`config.mk`:
```
export PLATFORM = sky130hd
export DESIGN_NAME = bfha_ctrl
export DESIGN_NICKNAME = d
export VERILOG_FILES = /design/src/design/bfha_pkg.sv /design/src/design/bfha_ctrl.sv
export SDC_FILE = /design/constraint.sdc
export NUM_CORES = 1
export LEC_CHECK = 0
export BUFFER_PORTS_ARGS = -buffer_cell sky130_fd_sc_hd__clkbuf_2
export CAP_MARGIN = 0
export CORE_MARGIN = 2
export CORE_UTILIZATION = 40
export CTS_CLUSTER_DIAMETER = 150
export CTS_CLUSTER_SIZE = 40
export DETAILED_ROUTE_END_ITERATION = 7
export HOLD_SLACK_MARGIN = 0.08
export PLACE_DENSITY = 0.77
export SYNTH_ARGS = -nofsm -noshare
export SYNTH_HDL_FRONTEND = slang
export SYNTH_SLANG_ARGS = --single-unit
```
`constraint.sdc`:
```
create_clock -name clk_i -period 2.3 [get_ports clk_i]
set_input_delay 0.345 -clock clk_i [delete_from_list [all_inputs] [get_ports clk_i]]
set_output_delay 0.345 -clock clk_i [all_outputs]
set_load 0.03 [all_outputs]
```
`src/design/bfha_pkg.sv`:
```
// Package for the best-fit heap allocator: shared constants, response codes,
// and the command and status structs between controller and datapath.
// No dependencies.
`default_nettype none
package bfha_pkg;

  localparam int HdrBytes       = 4;
  localparam int ArenaWordsDef  = 1024;
  localparam int ArenaRstBytes  = 4096;
  localparam int CfgW           = 13;
  localparam int ReqW           = 13;
  localparam int OffW           = 12;
  localparam int NeedW          = 14;

  typedef enum logic [1:0] {
    ST_DONE    = 2'd0,
    ST_NOFIT   = 2'd1,
    ST_IGNORED = 2'd2
  } status_e;

  typedef struct packed {
    logic    load_req;
    logic    init_arena;
    logic    rd_pos;
    logic    rd_next;
    logic    walk_step;
    logic    start_merge;
    logic    merge_step;
    logic    merge_wr;
    logic    free_wr;
    logic    split_wr;
    logic    commit_wr;
    logic    out_load;
    status_e code;
  } cmd_t;

  typedef struct packed {
    logic in_free;
    logic req_zero;
    logic free_bad;
    logic is_free;
    logic pos_end;
    logic next_end;
    logic hdr_alloc;
    logic pos_hit;
    logic found;
    logic exact;
  } sts_t;

endpackage
`default_nettype wire

```
`src/design/bfha_ctrl.sv`:
```
// Controller of the best-fit heap allocator: sequences the header walk,
// merges, splits and the response. Depends on bfha_pkg.
`default_nettype none
module bfha_ctrl import bfha_pkg::*; (
  input  wire logic clk_i,
  input  wire logic rst_ni,
  input  wire logic arena_bytes_we_i,
  input  wire logic in_valid_i,
  output logic      in_stall_o,
  output logic      out_valid_o,
  input  wire logic out_stall_i,
  input  wire sts_t sts_i,
  output cmd_t      cmd_o
);

  typedef enum logic [9:0] {
    S_INIT   = 10'b0000000001,
    S_IDLE   = 10'b0000000010,
    S_RD     = 10'b0000000100,
    S_EVAL   = 10'b0000001000,
    S_MRD    = 10'b0000010000,
    S_MEVAL  = 10'b0000100000,
    S_MWR    = 10'b0001000000,
    S_SPLIT  = 10'b0010000000,
    S_COMMIT = 10'b0100000000,
    S_RESP   = 10'b1000000000
  } state_e;

  state_e  state_q, state_d;
  status_e code_q, code_d;
  logic    out_valid_q, out_valid_d;

  always_comb begin
    state_d = state_q;
    code_d  = code_q;
    cmd_o   = '0;
    unique case (state_q)
      S_INIT: begin
        cmd_o.init_arena = 1'b1;
        // a size write in this cycle needs the header rewritten once more
        if (arena_bytes_we_i) begin
          state_d = S_INIT;
        end else begin
          state_d = S_IDLE;
        end
      end
      S_IDLE: begin
        if (arena_bytes_we_i) begin
          state_d = S_INIT;
        end else if (in_valid_i) begin
          cmd_o.load_req = 1'b1;
          if (sts_i.in_free && sts_i.free_bad) begin
            code_d  = ST_IGNORED;
            state_d = S_RESP;
          end else if (!sts_i.in_free && sts_i.req_zero) begin
            code_d  = ST_NOFIT;
            state_d = S_RESP;
          end else begin
            state_d = S_RD;
          end
        end
      end
      S_RD: begin
        if (!sts_i.pos_end) begin
          cmd_o.rd_pos = 1'b1;
          state_d = S_EVAL;
        end else if (sts_i.is_free) begin
          code_d  = ST_IGNORED;
          state_d = S_RESP;
        end else if (!sts_i.found) begin
          code_d  = ST_NOFIT;
          state_d = S_RESP;
        end else if (sts_i.exact) begin
          state_d = S_COMMIT;
        end else begin
          state_d = S_SPLIT;
        end
      end
      S_EVAL: begin
        if (sts_i.is_free && sts_i.pos_hit) begin
          cmd_o.free_wr = 1'b1;
          code_d  = ST_DONE;
          state_d = S_RESP;
        end else if (sts_i.is_free || sts_i.hdr_alloc) begin
          cmd_o.walk_step = 1'b1;
          state_d = S_RD;
        end else begin
          cmd_o.start_merge = 1'b1;
          state_d = S_MRD;
        end
      end
      S_MRD: begin
        if (sts_i.next_end) begin
          state_d = S_MWR;
        end else begin
          cmd_o.rd_next = 1'b1;
          state_d = S_MEVAL;
        end
      end
      S_MEVAL: begin
        if (!sts_i.hdr_alloc) begin
          cmd_o.merge_step = 1'b1;
          state_d = S_MRD;
        end else begin
          state_d = S_MWR;
        end
      end
      S_MWR: begin
        cmd_o.merge_wr = 1'b1;
        state_d = S_RD;
      end
      S_SPLIT: begin
        cmd_o.split_wr = 1'b1;
        state_d = S_COMMIT;
      end
      S_COMMIT: begin
        cmd_o.commit_wr = 1'b1;
        code_d  = ST_DONE;
        state_d = S_RESP;
      end
      S_RESP: begin
        if (!out_valid_q || !out_stall_i) begin
          cmd_o.out_load = 1'b1;
          state_d = S_IDLE;
        end
      end
      default: state_d = S_INIT;
    endcase
    cmd_o.code = code_q;
  end

  always_comb begin
    out_valid_d = out_valid_q && out_stall_i;
    if (cmd_o.out_load) begin
      out_valid_d = 1'b1;
    end
  end

  always_ff @(posedge clk_i or negedge rst_ni) begin
    if (!rst_ni) begin
      state_q     <= S_INIT;
      code_q      <= ST_DONE;
      out_valid_q <= 1'b0;
    end else begin
      state_q     <= state_d;
      code_q      <= code_d;
      out_valid_q <= out_valid_d;
    end
  end

  // a size write takes the idle cycle, so hold the input off during it
  assign in_stall_o  = (state_q != S_IDLE) || arena_bytes_we_i;
  assign out_valid_o = out_valid_q;

`ifndef NO_ASSERTIONS
  a_accept_leaves_idle: assert property (@(posedge clk_i) disable iff (!rst_ni)
    (in_valid_i && !in_stall_o && !arena_bytes_we_i) |=> (state_q != S_IDLE))
    else $error("accepted word did not start work");
  a_no_overwrite: assert property (@(posedge clk_i) disable iff (!rst_ni)
    cmd_o.out_load |-> (!out_valid_q || !out_stall_i))
    else $error("pending result overwritten");
  a_split_commit: assert property (@(posedge clk_i) disable iff (!rst_ni)
    (state_q == S_SPLIT) |=> (state_q == S_COMMIT))
    else $error("split not followed by commit");
`endif

endmodule
`default_nettype wire

```
==> impl_metrics.tcl <==
set metrics [dict create \
    maxCapViolCount 0 \
    synth-edff-count 0 \
    instances_no_fill 171 \
    fin_crit_sh 0.954 \
    synthesis.nets 121 \
    drive_above_1_share 0.333 \
    die-area_sq_um 2570 \
    startpoint_type "register" \
    hpwl_um 1830 \
    dieWidth_um 50.7 \
    clk_latency_ns 0.28 \
    synth_warnings 0 \
    viasPerCell 5.58 \
    slowest_stage "dfrtp_2" \
    layout_min_cycle_time_ns 2.19 \
    synth_simple_gate_area_frac 0.357 \
    antenna_cells 0 \
    synthToLayoutAreaGrowth_pct 30.7 \
    vdd_ir_drop_max_v 0.000440 \
    die_h_um 50.7 \
    first_iter_violations 22 \
    grt_max_degree 14 \
    htree_num_levels 1 \
    worst_setup_path_end_kind "output pin" \
    met2_usage 0.366 \
    path_clk_slew_ns 0.08 \
    min_path_type "in -> reg" \
    grt_use_total 0.203 \
    async_flop_share 1.00 \
    drc 0 \
    setup_viol 0 \
    grt_pass1_wl_um 3950 \
    cts_root_buffer "clkbuf_4" \
    hold_violations 0 \
    path_max_fanout 10 \
    crit_arrival_ns 1.85 \
    grtUsageMet1 0.242 \
    worst_slew_pin_slew_ns 0.354 \
    synth_top_family_by_area "simple AND/OR/NAND/NOR gates" \
    path_cells "nor3_2 > and3_1 > nand3_1 > a21oi_2 > clkbuf_2" \
    setup_ws_ns 0.107 \
    leakage_nw 0.575 \
    critPathTopFamily "simple AND/OR/NAND/NOR gates" \
    crit_type "reg -> out" \
    synth_seq_cells 13 \
    worstPathRequired_ns 1.96 \
    status "completed" \
    port_buffers 30 \
    grt_overflow 0 \
    synth_top_area_frac 0.344 \
    clock.fmax_mhz 456 \
    finalSetupTns_ns 0 \
    synthFlopType "dfrtp_1" \
    synth_xor_area_frac 0.0301 \
    grt.busiest_layer "met2" \
    antenna_found_initial 0 \
    synth_cell_type_count 34 \
    ys_seq_area_frac 0.374 \
    p_total_mw 0.855 \
    cts_tree "built" \
    fin_nets 160 \
    whs_ns 0.245 \
    grt_use_met3 0.0298 \
    clock_path_buffers 2 \
    syn_avg_cell_area_sq_um 8.24 \
    cts_buffers 3 \
    syn_inst 106 \
    globalplace.congestion 0.843 \
    wl_per_cell_um 13.6 \
    path_buf_inv 1 \
    yosys.area.top_type "dfrtp_1" \
    synth_fa_ha_area_frac 0 \
    max_slew_margin 0.764 \
    vias 955 \
    p_per_area_nw_per_um2 749 \
    report.final.slew_viol_count 0 \
    pre_cts_slack_ns 0.320 \
    dp.cells 166 \
    ys_top_cells_by_area "dfrtp_1 34%, nor2_1 8.2%, o21ai_0 5.2%" \
    initial_utilization 0.436 \
    syn-cell-area_sq_um 873 \
    rsz0062_at_grt "false" \
    cp_slowest_stage_delay_ns 0.48 \
    muxShareOfSynthArea 0.0487 \
    grt_pass1_vias 915 \
    r2r_slack_ns 0.34 \
    finClkSkew_ns 0.00103 \
    num_rows 16 \
    core_area_sq_um 2000 \
    synth-compound-area-share 0.169 \
    wl_um 2320 \
    cts_sinks 13 \
    io_pins 31 \
    detail_route.first_pass.iterations 4 \
    ant_nets 0 \
]
cells in the final DEF (no fill, tap or decap), types with 2 or more instances in the layout:
cell type	netlist	routed
o32ai_1	2	2
nor3_1	3	2
buf_4	0	4
o21ai_0	9	9
nand2_1	8	8
nand2b_1	2	2
or3b_2	2	2
nand4_1	3	3
mux2_1	2	2
dfrtp_1	12	11
nor3_2	2	2
clkbuf_2	0	30
a21oi_1	5	4
inv_1	4	4
mux2i_1	2	2
nor2b_1	4	4
xor2_1	2	2
nor3b_1	3	3
nor2_2	0	2
nand3_1	4	4
nor2_1	19	17
and3_1	3	3
clkbuf_4	0	3
path summary, 6_finish.rpt:
| check | startpoint | endpoint | cells after the start |
|---|---|---|---|
| min in group asynchronous | rst_ni | state_q[4]$_DFFE_PN0P_ | 2 |
| max | state_q[8]$_DFFE_PN0P_ | cmd_o[2] | 5 |
| max in group asynchronous | rst_ni | state_q[0]$_DFFE_PN1P_ | 2 |
| max reg2reg | state_q[1]$_DFFE_PN0P_ | code_q[1]$_DFFE_PN0P_ | 5 |
| min | sts_i[0] | state_q[7]$_DFFE_PN0P_ | 2 |
| min reg2reg | code_q[1]$_DFFE_PN0P_ | code_q[1]$_DFFE_PN0P_ | 1 |
per-stage QoR:
stage | util | instance area, sq um
2_1_floorplan | - | 873
3_3_place_gp | 0.541 | 1080
3_5_place_dp | 0.541 | 1080
4_1_cts | 0.559 | 1120
5_1_grt | 0.570 | 1140
6_report | 0.570 | 1140
sequential cells by signal, summed over array words and instances (netlist names):
register and count:
code_q 2, out_valid_o 1, state_q 10
cell usage after synthesis, types with 3 or more instances:
| master | count |
|---|---|
| nand2_1 | 8 |
| dfrtp_1 | 12 |
| nor3_1 | 3 |
| nor3b_1 | 3 |
| inv_1 | 4 |
| and3_1 | 3 |
| a21oi_1 | 5 |
| nand4_1 | 3 |
| o21ai_0 | 9 |
| nor2_1 | 19 |
| nor2b_1 | 4 |
| nand3_1 | 4 |
layer usage:
metal / up-vias / share of wire
met1: 454 / 0.42
met4: 0 / 0.020
met5: - / 0
met2: 30 / 0.51
met3: 9 / 0.046
li1: 462 / -
cells by family after synthesis:
kind of cell           Yosys count
AO/OA/AOI/OAI                   23
XOR/XNOR                         3
buffers and inverters            5
flip-flops                      13
multiplexers                     4
AND/OR/NAND/NOR                 58
layout make-up:
class | count | area [sq um]
fill | 197 | 861
sequential | 13 | 328
multi-input combinational | 88 | 548
tap | 27 | 33.8
timing repair buffer | 35 | 190
inverter | 4 | 15.0
clock buffer | 4 | 26.3
power by group:
| group | switching (mW) | internal, mW | leakage (nW) |
|---|---|---|---|
| sequential | 0.0441 | 0.276 | 0.171 |
| clock | 0.0809 | 0.0674 | 0.0150 |
| combinational | 0.236 | 0.150 | 0.389 |
| total | 0.361 | 0.493 | 0.575 |
repair_timing:
action	in CTS	in global routing
buffers inserted	0	0
hold buffers	1	0
setup endpoints to repair	0	4
gates resized for setup	0	6
endpoints found under the hold margin	12	0
(Power assumes the default switching activity.)
